`config.mk`:
```
export PLATFORM = sky130hd
export DESIGN_NAME = yuv420_block_to_rgb_flat
export DESIGN_NICKNAME = d
export VERILOG_FILES = /design/src/rtl/yrgb_pkg.sv /design/src/rtl/yrgb_ifs.sv /design/src/rtl/yrgb_prep.sv /design/src/rtl/yrgb_mult.sv /design/src/rtl/yrgb_mix.sv /design/src/rtl/yuv420_block_to_rgb.sv /design/src/flat_wrapper.sv
export SDC_FILE = /design/constraint.sdc
export NUM_CORES = 2
export LEC_CHECK = 0
export BUFFER_PORTS_ARGS = -buffer_cell sky130_fd_sc_hd__buf_4
export CORE_MARGIN = 10
export CORE_UTILIZATION = 65
export DETAILED_ROUTE_END_ITERATION = 6
export GPL_TIMING_DRIVEN = 0
export HOLD_SLACK_MARGIN = 0.03
export PLACE_DENSITY = 0.91
export SLEW_MARGIN = 20
export SYNTH_ARGS = -nofsm -noshare
export SYNTH_HDL_FRONTEND = slang
export SYNTH_SLANG_ARGS = --single-unit
```
`constraint.sdc`:
```
create_clock -name clk -period 23.3 [get_ports clk]
set_clock_uncertainty 0.05 [all_clocks]
set_input_delay 2.33 -clock clk [delete_from_list [all_inputs] [get_ports clk]]
set_output_delay 2.33 -clock clk [all_outputs]
set_load 0.1 [all_outputs]
```
`src/rtl/yrgb_pkg.sv`:
```
// yrgb_pkg: shared types, colour matrix constants and arithmetic helpers
// for the yuv420 block to rgb pipeline; no dependencies
`timescale 1ns / 1ps

package yrgb_pkg;

  // fixed point widths: products and sums carry 16 fraction bits
  localparam int TERM_W  = 27;
  localparam int COEF_W  = 19;
  localparam int OPND_W  = 9;
  localparam int PROD_W  = COEF_W + OPND_W;
  localparam int FRAC_W  = 16;
  localparam int PIX_N   = 4;
  localparam int CH_N    = 3;

  // pixel positions inside the 2x2 block
  localparam int PIX_TL  = 0;
  localparam int PIX_TR  = 1;
  localparam int PIX_BL  = 2;
  localparam int PIX_BR  = 3;

  // colour channel positions inside one pixel
  localparam int CH_RED   = 0;
  localparam int CH_GREEN = 1;
  localparam int CH_BLUE  = 2;

  // bt.601 style coefficients in signed 3.16
  localparam logic signed [COEF_W-1:0] LUMA_GAIN    = 19'sd76310;
  localparam logic signed [COEF_W-1:0] RED_FROM_V   = 19'sd104635;
  localparam logic signed [COEF_W-1:0] GREEN_FROM_U = -19'sd25690;
  localparam logic signed [COEF_W-1:0] GREEN_FROM_V = -19'sd53294;
  localparam logic signed [COEF_W-1:0] BLUE_FROM_U  = 19'sd132278;

  localparam logic [7:0] CHROMA_MID = 8'd128;
  localparam logic [7:0] LUMA_FLOOR = 8'd16;

  // saturation bounds of a colour sum
  localparam logic signed [TERM_W-1:0] SUM_LOW_MAX  = 27'sh000ffff;
  localparam logic signed [TERM_W-1:0] SUM_HIGH_MAX = 27'sh0ffffff;
  localparam logic [7:0]               BYTE_MAX     = 8'hff;
  localparam logic [7:0]               BYTE_MIN     = 8'h00;

  typedef logic signed [TERM_W-1:0] term_t;

  // one accepted input beat
  typedef struct packed {
    logic [PIX_N-1:0][7:0] luma;
    logic [7:0]            u;
    logic [7:0]            v;
  } blk_in_t;

  // after offset removal and luma floor
  typedef struct packed {
    logic [PIX_N-1:0][7:0] luma_off;
    logic [OPND_W-1:0]     du;
    logic [OPND_W-1:0]     dv;
  } prep_t;

  // after the multipliers
  typedef struct packed {
    logic [PIX_N-1:0][TERM_W-1:0] luma_term;
    logic [TERM_W-1:0]            red_term;
    logic [TERM_W-1:0]            green_u;
    logic [TERM_W-1:0]            green_v;
    logic [TERM_W-1:0]            blue_term;
  } prod_t;

  // chroma terms complete
  typedef struct packed {
    logic [PIX_N-1:0][TERM_W-1:0] luma_term;
    logic [TERM_W-1:0]            red_term;
    logic [TERM_W-1:0]            green_term;
    logic [TERM_W-1:0]            blue_term;
  } mix_t;

  // saturated result beat, [pixel][channel]
  typedef struct packed {
    logic [PIX_N-1:0][CH_N-1:0][7:0] px;
  } rgb_t;

  // coefficient times a small signed operand, fits the term width
  function automatic term_t mul_term(input logic signed [COEF_W-1:0] k,
                                     input logic signed [OPND_W-1:0] d);
    logic signed [PROD_W-1:0] p;
    p = k * d;
    return term_t'(p[TERM_W-1:0]);
  endfunction

  // add luma and chroma terms, then clip to one byte
  function automatic logic [7:0] clip_add(input term_t a, input term_t b);
    term_t s;
    s = a + b;
    if (s > SUM_HIGH_MAX) begin
      return BYTE_MAX;
    end else if (s <= SUM_LOW_MAX) begin
      return BYTE_MIN;
    end else begin
      return s[FRAC_W+7:FRAC_W];
    end
  endfunction

endpackage

```
`src/rtl/yrgb_ifs.sv`:
```
// yrgb_in_if and yrgb_out_if: valid/ready channels of the block converter
// payload fields are plain 8 bit unsigned samples; no dependencies
`timescale 1ns / 1ps

interface yrgb_in_if;
  logic       valid;
  logic       ready;
  logic [7:0] luma_top_left;
  logic [7:0] luma_top_right;
  logic [7:0] luma_bottom_left;
  logic [7:0] luma_bottom_right;
  logic [7:0] chroma_u;
  logic [7:0] chroma_v;

  modport source (
    output valid, luma_top_left, luma_top_right, luma_bottom_left,
           luma_bottom_right, chroma_u, chroma_v,
    input  ready
  );

  modport sink (
    input  valid, luma_top_left, luma_top_right, luma_bottom_left,
           luma_bottom_right, chroma_u, chroma_v,
    output ready
  );
endinterface

interface yrgb_out_if;
  logic       valid;
  logic       ready;
  logic [7:0] red_top_left;
  logic [7:0] green_top_left;
  logic [7:0] blue_top_left;
  logic [7:0] red_top_right;
  logic [7:0] green_top_right;
  logic [7:0] blue_top_right;
  logic [7:0] red_bottom_left;
  logic [7:0] green_bottom_left;
  logic [7:0] blue_bottom_left;
  logic [7:0] red_bottom_right;
  logic [7:0] green_bottom_right;
  logic [7:0] blue_bottom_right;

  modport source (
    output valid,
           red_top_left, green_top_left, blue_top_left,
           red_top_right, green_top_right, blue_top_right,
           red_bottom_left, green_bottom_left, blue_bottom_left,
           red_bottom_right, green_bottom_right, blue_bottom_right,
    input  ready
  );

  modport sink (
    input  valid,
           red_top_left, green_top_left, blue_top_left,
           red_top_right, green_top_right, blue_top_right,
           red_bottom_left, green_bottom_left, blue_bottom_left,
           red_bottom_right, green_bottom_right, blue_bottom_right,
    output ready
  );
endinterface

```
`src/rtl/yrgb_prep.sv`:
```
// yrgb_prep: first pipeline stage, chroma offset removal and luma floor
// depends on yrgb_pkg
`timescale 1ns / 1ps

module yrgb_prep
  import yrgb_pkg::*;
(
  input  logic    clk,
  input  logic    rst_n,
  input  logic    up_valid,
  output logic    up_ready,
  input  blk_in_t up_data,
  output logic    dn_valid,
  input  logic    dn_ready,
  output prep_t   dn_data
);

  logic  s1_v_r;
  prep_t s1_r;
  prep_t s1_nxt;

  // stage may load when empty or draining
  assign up_ready = !s1_v_r || dn_ready;

  // offsets: chroma centred on zero, luma floored at sixteen
  always_comb begin
    for (int p = 0; p < PIX_N; p++) begin
      if (up_data.luma[p] >= LUMA_FLOOR) begin
        s1_nxt.luma_off[p] = up_data.luma[p] - LUMA_FLOOR;
      end else begin
        s1_nxt.luma_off[p] = 8'd0;
      end
    end
    s1_nxt.du = {1'b0, up_data.u} - {1'b0, CHROMA_MID};
    s1_nxt.dv = {1'b0, up_data.v} - {1'b0, CHROMA_MID};
  end

  // stage valid
  always_ff @(posedge clk) begin
    if (!rst_n) begin
      s1_v_r <= 1'b0;
    end else if (up_ready) begin
      s1_v_r <= up_valid;
    end
  end

  // stage payload
  always_ff @(posedge clk) begin
    if (up_ready && up_valid) begin
      s1_r <= s1_nxt;
    end
  end

  assign dn_valid = s1_v_r;
  assign dn_data  = s1_r;

endmodule

```
`src/rtl/yrgb_mult.sv`:
```
// yrgb_mult: second pipeline stage, one multiplier per luma and chroma term
// depends on yrgb_pkg
`timescale 1ns / 1ps

module yrgb_mult
  import yrgb_pkg::*;
(
  input  logic  clk,
  input  logic  rst_n,
  input  logic  up_valid,
  output logic  up_ready,
  input  prep_t up_data,
  output logic  dn_valid,
  input  logic  dn_ready,
  output prod_t dn_data
);

  logic  s2_v_r;
  prod_t s2_r;
  prod_t s2_nxt;

  assign up_ready = !s2_v_r || dn_ready;

  // eight independent 19x9 products
  always_comb begin
    for (int p = 0; p < PIX_N; p++) begin
      s2_nxt.luma_term[p] = mul_term(LUMA_GAIN, $signed({1'b0, up_data.luma_off[p]}));
    end
    s2_nxt.red_term  = mul_term(RED_FROM_V,   $signed(up_data.dv));
    s2_nxt.green_u   = mul_term(GREEN_FROM_U, $signed(up_data.du));
    s2_nxt.green_v   = mul_term(GREEN_FROM_V, $signed(up_data.dv));
    s2_nxt.blue_term = mul_term(BLUE_FROM_U,  $signed(up_data.du));
  end

  // stage valid
  always_ff @(posedge clk) begin
    if (!rst_n) begin
      s2_v_r <= 1'b0;
    end else if (up_ready) begin
      s2_v_r <= up_valid;
    end
  end

  // stage payload
  always_ff @(posedge clk) begin
    if (up_ready && up_valid) begin
      s2_r <= s2_nxt;
    end
  end

  assign dn_valid = s2_v_r;
  assign dn_data  = s2_r;

endmodule

```
`src/rtl/yrgb_mix.sv`:
```
// yrgb_mix: third and fourth pipeline stages, green term sum, then colour
// sums with saturation into the output register; depends on yrgb_pkg
`timescale 1ns / 1ps

module yrgb_mix
  import yrgb_pkg::*;
(
  input  logic  clk,
  input  logic  rst_n,
  input  logic  up_valid,
  output logic  up_ready,
  input  prod_t up_data,
  output logic  dn_valid,
  input  logic  dn_ready,
  output rgb_t  dn_data
);

  logic s3_v_r;
  logic s3_ready;
  mix_t s3_r;
  mix_t s3_nxt;
  logic s4_v_r;
  rgb_t s4_r;
  rgb_t s4_nxt;

  assign s3_ready = !s4_v_r || dn_ready;
  assign up_ready = !s3_v_r || s3_ready;

  // green term from both chroma products
  always_comb begin
    s3_nxt.luma_term  = up_data.luma_term;
    s3_nxt.red_term   = up_data.red_term;
    s3_nxt.green_term = $signed(up_data.green_u) + $signed(up_data.green_v);
    s3_nxt.blue_term  = up_data.blue_term;
  end

  always_ff @(posedge clk) begin
    if (!rst_n) begin
      s3_v_r <= 1'b0;
    end else if (up_ready) begin
      s3_v_r <= up_valid;
    end
  end

  always_ff @(posedge clk) begin
    if (up_ready && up_valid) begin
      s3_r <= s3_nxt;
    end
  end

  // per pixel colour sums, clipped to a byte
  always_comb begin
    for (int p = 0; p < PIX_N; p++) begin
      s4_nxt.px[p][CH_RED]   = clip_add(s3_r.luma_term[p], s3_r.red_term);
      s4_nxt.px[p][CH_GREEN] = clip_add(s3_r.luma_term[p], s3_r.green_term);
      s4_nxt.px[p][CH_BLUE]  = clip_add(s3_r.luma_term[p], s3_r.blue_term);
    end
  end

  // output register
  always_ff @(posedge clk) begin
    if (!rst_n) begin
      s4_v_r <= 1'b0;
    end else if (s3_ready) begin
      s4_v_r <= s3_v_r;
    end
  end

  always_ff @(posedge clk) begin
    if (s3_ready && s3_v_r) begin
      s4_r <= s4_nxt;
    end
  end

  assign dn_valid = s4_v_r;
  assign dn_data  = s4_r;

  // stalled output beat is held
  a_out_hold: assert property (@(posedge clk) disable iff (!rst_n)
    s4_v_r && !dn_ready |=> s4_v_r && $stable(s4_r))
    else $error("output stage lost or changed a stalled beat");

  // stalled stage three beat is held
  a_s3_hold: assert property (@(posedge clk) disable iff (!rst_n)
    s3_v_r && !s3_ready |=> s3_v_r && $stable(s3_r))
    else $error("stage three lost or changed a stalled beat");

  // a beat leaving stage three lands in the output register
  a_s3_move: assert property (@(posedge clk) disable iff (!rst_n)
    s3_v_r && s3_ready |=> s4_v_r)
    else $error("beat vanished between stage three and output");

endmodule

```
`src/rtl/yuv420_block_to_rgb.sv`:
```
// yuv420_block_to_rgb: top level of the 2x2 block yuv to rgb converter
// depends on yrgb_pkg, yrgb_ifs, yrgb_prep, yrgb_mult, yrgb_mix
//
// usage
//   in_blk carries one 2x2 block per beat: four luma samples and the shared
//   u and v samples. out_blk carries the twelve saturated colour bytes of
//   that block, in the same order as the blocks came in.
//   the datapath is four register stages: offset and luma floor, products,
//   green term sum, then colour sums with saturation into the output
//   register. an accepted block moves through these stages in that order
//   and is offered on out_blk from the output register, where the
//   receiver can take it.
//   one block is taken every cycle while the receiver keeps ready high; the
//   four stages each hold one block.
//   when out_blk stalls, each stage holds its beat and in_blk.ready drops
//   once every stage holds a block; nothing is dropped or repeated.
//   reset clears all stage valid bits, so out_blk.valid is low after reset.
`timescale 1ns / 1ps

module yuv420_block_to_rgb
  import yrgb_pkg::*;
(
  input  logic        clk,
  input  logic        rst_n,
  yrgb_in_if.sink     in_blk,
  yrgb_out_if.source  out_blk
);

  blk_in_t in_data;
  logic    prep_valid;
  logic    prep_ready;
  prep_t   prep_data;
  logic    mult_valid;
  logic    mult_ready;
  prod_t   mult_data;
  rgb_t    rgb_data;

  // input beat into the stage format
  always_comb begin
    in_data.luma[PIX_TL] = in_blk.luma_top_left;
    in_data.luma[PIX_TR] = in_blk.luma_top_right;
    in_data.luma[PIX_BL] = in_blk.luma_bottom_left;
    in_data.luma[PIX_BR] = in_blk.luma_bottom_right;
    in_data.u            = in_blk.chroma_u;
    in_data.v            = in_blk.chroma_v;
  end

  yrgb_prep u_prep (
    .clk      (clk),
    .rst_n    (rst_n),
    .up_valid (in_blk.valid),
    .up_ready (in_blk.ready),
    .up_data  (in_data),
    .dn_valid (prep_valid),
    .dn_ready (prep_ready),
    .dn_data  (prep_data)
  );

  yrgb_mult u_mult (
    .clk      (clk),
    .rst_n    (rst_n),
    .up_valid (prep_valid),
    .up_ready (prep_ready),
    .up_data  (prep_data),
    .dn_valid (mult_valid),
    .dn_ready (mult_ready),
    .dn_data  (mult_data)
  );

  yrgb_mix u_mix (
    .clk      (clk),
    .rst_n    (rst_n),
    .up_valid (mult_valid),
    .up_ready (mult_ready),
    .up_data  (mult_data),
    .dn_valid (out_blk.valid),
    .dn_ready (out_blk.ready),
    .dn_data  (rgb_data)
  );

  // result beat onto the output channel
  assign out_blk.red_top_left       = rgb_data.px[PIX_TL][CH_RED];
  assign out_blk.green_top_left     = rgb_data.px[PIX_TL][CH_GREEN];
  assign out_blk.blue_top_left      = rgb_data.px[PIX_TL][CH_BLUE];
  assign out_blk.red_top_right      = rgb_data.px[PIX_TR][CH_RED];
  assign out_blk.green_top_right    = rgb_data.px[PIX_TR][CH_GREEN];
  assign out_blk.blue_top_right     = rgb_data.px[PIX_TR][CH_BLUE];
  assign out_blk.red_bottom_left    = rgb_data.px[PIX_BL][CH_RED];
  assign out_blk.green_bottom_left  = rgb_data.px[PIX_BL][CH_GREEN];
  assign out_blk.blue_bottom_left   = rgb_data.px[PIX_BL][CH_BLUE];
  assign out_blk.red_bottom_right   = rgb_data.px[PIX_BR][CH_RED];
  assign out_blk.green_bottom_right = rgb_data.px[PIX_BR][CH_GREEN];
  assign out_blk.blue_bottom_right  = rgb_data.px[PIX_BR][CH_BLUE];

endmodule

```
`src/flat_wrapper.sv`:
```
// flat-port wrapper written by rule: the top's interface ports become plain ports
module yuv420_block_to_rgb_flat import yrgb_pkg::*;
  (clk, rst_n, in_blk_valid, in_blk_luma_top_left, in_blk_luma_top_right, in_blk_luma_bottom_left, in_blk_luma_bottom_right, in_blk_chroma_u, in_blk_chroma_v, in_blk_ready, out_blk_valid, out_blk_red_top_left, out_blk_green_top_left, out_blk_blue_top_left, out_blk_red_top_right, out_blk_green_top_right, out_blk_blue_top_right, out_blk_red_bottom_left, out_blk_green_bottom_left, out_blk_blue_bottom_left, out_blk_red_bottom_right, out_blk_green_bottom_right, out_blk_blue_bottom_right, out_blk_ready);
  yrgb_in_if in_blk_i ();
  yrgb_out_if out_blk_i ();
  input  logic clk;
  input  logic rst_n;
  input wire logic [$bits(in_blk_i.valid)-1:0] in_blk_valid;
  input wire logic [$bits(in_blk_i.luma_top_left)-1:0] in_blk_luma_top_left;
  input wire logic [$bits(in_blk_i.luma_top_right)-1:0] in_blk_luma_top_right;
  input wire logic [$bits(in_blk_i.luma_bottom_left)-1:0] in_blk_luma_bottom_left;
  input wire logic [$bits(in_blk_i.luma_bottom_right)-1:0] in_blk_luma_bottom_right;
  input wire logic [$bits(in_blk_i.chroma_u)-1:0] in_blk_chroma_u;
  input wire logic [$bits(in_blk_i.chroma_v)-1:0] in_blk_chroma_v;
  output wire logic [$bits(in_blk_i.ready)-1:0] in_blk_ready;
  output wire logic [$bits(out_blk_i.valid)-1:0] out_blk_valid;
  output wire logic [$bits(out_blk_i.red_top_left)-1:0] out_blk_red_top_left;
  output wire logic [$bits(out_blk_i.green_top_left)-1:0] out_blk_green_top_left;
  output wire logic [$bits(out_blk_i.blue_top_left)-1:0] out_blk_blue_top_left;
  output wire logic [$bits(out_blk_i.red_top_right)-1:0] out_blk_red_top_right;
  output wire logic [$bits(out_blk_i.green_top_right)-1:0] out_blk_green_top_right;
  output wire logic [$bits(out_blk_i.blue_top_right)-1:0] out_blk_blue_top_right;
  output wire logic [$bits(out_blk_i.red_bottom_left)-1:0] out_blk_red_bottom_left;
  output wire logic [$bits(out_blk_i.green_bottom_left)-1:0] out_blk_green_bottom_left;
  output wire logic [$bits(out_blk_i.blue_bottom_left)-1:0] out_blk_blue_bottom_left;
  output wire logic [$bits(out_blk_i.red_bottom_right)-1:0] out_blk_red_bottom_right;
  output wire logic [$bits(out_blk_i.green_bottom_right)-1:0] out_blk_green_bottom_right;
  output wire logic [$bits(out_blk_i.blue_bottom_right)-1:0] out_blk_blue_bottom_right;
  input wire logic [$bits(out_blk_i.ready)-1:0] out_blk_ready;
  assign in_blk_i.valid = in_blk_valid;
  assign in_blk_i.luma_top_left = in_blk_luma_top_left;
  assign in_blk_i.luma_top_right = in_blk_luma_top_right;
  assign in_blk_i.luma_bottom_left = in_blk_luma_bottom_left;
  assign in_blk_i.luma_bottom_right = in_blk_luma_bottom_right;
  assign in_blk_i.chroma_u = in_blk_chroma_u;
  assign in_blk_i.chroma_v = in_blk_chroma_v;
  assign in_blk_ready = in_blk_i.ready;
  assign out_blk_valid = out_blk_i.valid;
  assign out_blk_red_top_left = out_blk_i.red_top_left;
  assign out_blk_green_top_left = out_blk_i.green_top_left;
  assign out_blk_blue_top_left = out_blk_i.blue_top_left;
  assign out_blk_red_top_right = out_blk_i.red_top_right;
  assign out_blk_green_top_right = out_blk_i.green_top_right;
  assign out_blk_blue_top_right = out_blk_i.blue_top_right;
  assign out_blk_red_bottom_left = out_blk_i.red_bottom_left;
  assign out_blk_green_bottom_left = out_blk_i.green_bottom_left;
  assign out_blk_blue_bottom_left = out_blk_i.blue_bottom_left;
  assign out_blk_red_bottom_right = out_blk_i.red_bottom_right;
  assign out_blk_green_bottom_right = out_blk_i.green_bottom_right;
  assign out_blk_blue_bottom_right = out_blk_i.blue_bottom_right;
  assign out_blk_i.ready = out_blk_ready;
  yuv420_block_to_rgb u_core (.clk(clk), .rst_n(rst_n), .in_blk(in_blk_i), .out_blk(out_blk_i));
endmodule
```
# Yosys cells after proc, flatten, opt, wreduce, memory -nomap -nowiden
# Cells that the tools add are included.
dict set report word_totals {
  ff_bits 543
  input_bits 52
  out_inout_bits 98
  word_cells 116
}
dict set report op_classes {
  add_sub_neg 19
  n_mul 8
  magnitude_cmp 28
  muxes 12
  reduce_logical 12
}
# cell n
set op_table {}
lappend op_table {{27-bit adder} 13}
lappend op_table {{27-bit by 25-bit > comparator with 1-bit output, second input constant} 12}
lappend op_table {{27-bit by 17-bit <= comparator with 1-bit output, second input constant} 12}
lappend op_table {{16-bit by 8-bit multiplier with 24-bit output, first input constant} 4}
lappend op_table {{8-bit two-way mux} 12}
lappend op_table {{8-bit by 5-bit >= comparator with 1-bit output, second input constant} 4}
lappend op_table {{8-bit by 5-bit subtractor with 8-bit output, second input constant} 4}
lappend op_table {{18-bit by 9-bit multiplier with 27-bit output, first input constant} 1}
lappend op_table {{18-bit by 9-bit multiplier with 26-bit output, first input constant} 1}
lappend op_table {{16-bit by 9-bit multiplier with 25-bit output, first input constant} 1}
lappend op_table {{15-bit by 9-bit multiplier with 24-bit output, first input constant} 1}
lappend op_table {{8-bit by 8-bit subtractor with 9-bit output, second input constant} 2}
lappend op_table {{1-bit logical AND} 4}
lappend op_table {{1-bit logical NOT} 4}
lappend op_table {{1-bit logical OR} 4}

# Depth between registers and ports, before layout
dict set report logic_depth {
  word_depth 6
  mapped_depth 22
  ltp_nobuf 22
}

# Modules after synthesis
# A second synthesis with hierarchy kept.
dict set report hier_totals {
  hier_cells 4513
  area_unflattened_um2 48427.7
}
# module instances cells_per_inst area_per_inst_um2
set by_module_without_submodules {}
lappend by_module_without_submodules {yrgb_mult 1 2305 24508.5}
lappend by_module_without_submodules {yrgb_mix 1 2079 21936.0}
lappend by_module_without_submodules {yrgb_prep 1 129 1983.2}

# Worst setup path before layout
# Ideal clock, no wire load.
dict set report synth_timing {
  path_kind {input-to-reg}
  startpoint {in out_blk_ready}
  endpoint {reg u_core.u_mix.s3_r[100] in the netlist's numbering, enable pin}
  setup_ps 974
  arrival_time_ps 14956
  required_time_ps 22276
  slack_ps 7320
  path_stages 2
  n_path_buf 0
  path_cell_list {nor2b_1 a21boi_0}
}
dict set report synth_between {
  elab_chain_len 3
}
# item line_no
set synth_rtl {}
lappend synth_rtl {{start, declared} flat_wrapper.sv:29} ;# input wire logic [$bits(out_blk_i.ready)-1:0] out_blk_ready;
lappend synth_rtl {{1-bit logical OR} yrgb_mix.sv:26} ;# assign s3_ready = !s4_v_r || dn_ready;
lappend synth_rtl {{1-bit logical OR} yrgb_mix.sv:27} ;# assign up_ready = !s3_v_r || s3_ready;
lappend synth_rtl {{1-bit logical AND} yrgb_mix.sv:46} ;# if (up_ready && up_valid) begin
lappend synth_rtl {{end signal, assigned} yrgb_mix.sv:47} ;# s3_r <= s3_nxt;
lappend synth_rtl {{end, declared} yrgb_mix.sv:20} ;# mix_t s3_r;
# Every way passes these cells.
# A chain may end at the register's enable or synchronous reset.

==> results.sh <==
export IMPL_path_class="reg -> reg"
export IMPL_vias_per_cell=6.390
export IMPL_syn_area_sq_um=43990
export IMPL_ys_ff_latch=516
export IMPL_grt_max_degree=47
export IMPL_hp_class="reg -> reg"
export IMPL_cts_hold_buf=0
export IMPL_yosysMostFrequentCell="ha_1"
export IMPL_ys_top_cells_by_area="edfxtp_1 (35%), ha_1 (25%), fa_1 (8.9%)"
export IMPL_fill_cells=4180
export IMPL_powerDensity_nw_per_um2=118.7
export IMPL_setup_slack_ns=16.42
export IMPL_power_leakage_nw=22.22
export IMPL_ys_flop_type="edfxtp_1"
export IMPL_initial_utilization_pct=65.50
export IMPL_die_w_microns=280.1
export IMPL_fmax_ghz=0.1454
export IMPL_netlist_instances=3897
export IMPL_wl_mm=115.3
export IMPL_setup_violations=0
export IMPL_yosysUniqueCellTypes=100
export IMPL_grt_remaining_overflow=0
export IMPL_avgSynthCellArea_sq_um=11.29
export IMPL_placementRows=95
export IMPL_hpwl_mm=88.19
export IMPL_synth_compound_area_share_pct=13.62
export IMPL_place_gp_congestion=0.9717
export IMPL_postCtsSetupBuffers=0
export IMPL_startpoint_type="register"
export IMPL_drive_above_1_share_pct=8.126
export IMPL_cp_end_kind="register"
export IMPL_dp_cells=4944
export IMPL_numCtsBuffers=54
export IMPL_drv_slew=0
export IMPL_clock_latency_ns=0.63
export IMPL_setup_tns_ns=0
export IMPL_htree_levels=2
export IMPL_pre_cts_slack_ns=16.88
export IMPL_cts_sinks=516
export IMPL_grt_antenna_before_repair=3
export IMPL_post_cts_resized=0
export IMPL_seq_area_frac_synth_pct=35.14
export IMPL_dieArea_sq_um=78480
export IMPL_fin_crit_ns=6.880
export IMPL_critical_path_slowest_cell="edfxtp_1"
export IMPL_io_pins=150
export IMPL_required_ns=23.60
export IMPL_cpMostUsedCell="ha_1"
export IMPL_cts_root_buf="clkbuf_16"
export IMPL_crit_chain="inv_1 -> ha_1 -> ha_1 -> inv_1 -> fa_1 -> inv_1 -> fa_1 -> ha_1 -> ha_1 -> nor2b_1 -> o21ai_0 -> a21boi_1 -> o21a_1 -> o21ai_1 -> a21oi_1 -> o31ai_1 -> o21ai_0 -> nand4_1 -> o311ai_1"
export IMPL_max_stage_delay_ns=1.04
export IMPL_ant_nets=0
export IMPL_syn_to_final_growth_pct=10.34
export IMPL_post_route_period_util_pct=29.53
export IMPL_synthMuxAreaShare_pct=0.1593
export IMPL_vias=32244
export IMPL_post_drt_wl_per_cell_microns=22.86
export IMPL_path_clk_slew_ns=0.07
export IMPL_tightest_slew_ns=1.052
export IMPL_synth_top_cell_area_share_pct=34.95
export IMPL_synth_top_family_by_area="adder cells"
export IMPL_ir_worst_vdd_mv=0.1343
export IMPL_fin_cells=5046
export IMPL_multi_input_area_sq_um=26680
export IMPL_cp_num_buf_inv=3
export IMPL_clockBufferDepth=3
export IMPL_die_h_microns=280.1
export IMPL_synth_edf_count=512
export IMPL_regArea_sq_um=15450
export IMPL_first_pass_iters=6
export IMPL_core_area_sq_um=67160
export IMPL_async_flop_share_pct=0
export IMPL_synth_fa_ha_area_share_pct=33.90
export IMPL_hold_viol_final=0
export IMPL_rsz0062_at_grt="false"
export IMPL_synth_simple_area_share_pct=7.282
export IMPL_cts_tree="built"
export IMPL_final_nets=5253
export IMPL_max_cap_violations=0
export IMPL_grt_pass1_wl_mm=179.1
export IMPL_track_usage_pct=29.02
export IMPL_first_global_vias=32547
export IMPL_crit_family="adder cells"
export IMPL_first_iter_violations=3252
export IMPL_synth_xor_area_share_pct=5.629
export IMPL_yosys_warnings=0
export IMPL_synth_fp_nets=5023
export IMPL_path_max_fanout=18
export IMPL_portBuffers=149
export IMPL_synth_common_cells="ha_1 (878), edfxtp_1 (512), inv_1 (490), a21oi_1 (252), xnor2_1 (199)"
export IMPL_drc=0
export IMPL_yosys_area_top_type="edfxtp_1"
export IMPL_arrival_ns=7.18
export IMPL_max_slew_margin_rel_pct=29.84
export IMPL_status="completed"
through the flow:
| stage | power, mW | utilization [%] | cell area [sq um] | hold slack [ns] |
|---|---|---|---|---|
| 2_1_floorplan | 3.859 | - | 43990 | 0.3503 |
| 3_3_place_gp | 4.540 | 68.79 | 46200 | 0.3504 |
| 3_5_place_dp | 4.681 | 69.61 | 46750 | 0.3545 |
| 4_1_cts | 5.682 | 72.26 | 48530 | 0.3642 |
| 5_1_grt | 6.122 | 72.26 | 48530 | 0.3669 |
| 6_report | 5.759 | 72.27 | 48530 | 0.3620 |
area by class of cell:
| class | instances | share of cell area, % |
|---|---|---|
| Inverter | 492 | 3.805 |
| Tap cell | 873 | 2.251 |
| Clock buffer | 63 | 2.874 |
| Timing Repair Buffer | 174 | 3.367 |
| Antenna cell | 1 | 0.005156 |
| Sequential cell | 516 | 31.84 |
| Clock inverter | 38 | 0.8043 |
| Buffer | 7 | 0.06961 |
| Multi-Input combinational cell | 2882 | 54.98 |
sequential cells by signal, indices dropped and copies added, names as in the netlist:
register,count
u_core.u_mult.dn_data,194
u_core.u_mix.s3_r,174
u_core.u_mix.dn_data,96
u_core.u_prep.dn_data,48
u_core.u_mix.dn_valid,1
u_core.u_mix.s3_v_r,1
u_core.u_mult.dn_valid,1
u_core.u_prep.dn_valid,1
final timing paths:
check	startpoint	to	slack [ns]	cells after the start
worst max register to register	u_core.u_prep.dn_data[16]	u_core.u_mult.dn_data[26]	16.42	19
worst min register to register	u_core.u_mult.dn_data[172]	u_core.u_mix.s3_r[145]	0.36	0
worst max-delay path	u_core.u_prep.dn_data[16]	u_core.u_mult.dn_data[26]	16.42	19
worst min-delay path	u_core.u_mult.dn_data[172]	u_core.u_mix.s3_r[145]	0.36	0
power by group:
part	total [mW]	switching [mW]	leakage, nW	internal [mW]
clock network	0.885	0.393	0.864	0.492
logic	3.38	1.98	16.5	1.39
registers	1.50	0.123	4.82	1.37
total	5.76	2.50	22.2	3.26
worst register-to-register path, cell delays in order, from the launching register on:
cell and delay, ns:
edfxtp_1 1.04, inv_1 0.28, ha_1 0.49, ha_1 0.39, inv_1 0.07, fa_1 0.50, inv_1 0.06, fa_1 0.49
ha_1 0.33, ha_1 0.35, nor2b_1 0.15, o21ai_0 0.25, a21boi_1 0.15, o21a_1 0.20, o21ai_1 0.23, a21oi_1 0.15
o31ai_1 0.75, o21ai_0 0.36, nand4_1 0.21, o311ai_1 0.11
cells in the final DEF (no fill, tap or decap), types with 49 or more instances in the layout:
master     count
a21o_1       108
a21oi_1      252
buf_4        149
clkbuf_16     54
edfxtp_1     512
fa_1         196
ha_1         878
inv_1        490
nand2_1      126
nand3_1       64
nor2_1       185
nor2b_1       49
nor3_1        77
o21a_1       104
o21ai_0      108
xnor2_1      199
xor2_1        80
kinds of logic after synthesis:
kind of cell,after synthesis
buf+inv,499
mux,6
simple gates,657
xor+xnor,281
flops,516
fa+ha+maj,1074
compound gates,864
per-layer routing:
layer | vias to the layer above | track usage, % | wire length [microns]
li1 | 14687 | - | -
met1 | 15428 | 36.01 | 44200
met2 | 1694 | 47.42 | 53350
met3 | 435 | 5.446 | 10690
met4 | 0 | 15.99 | 7089
met5 | - | 0 | 0
(Power assumes the default switching activity.)
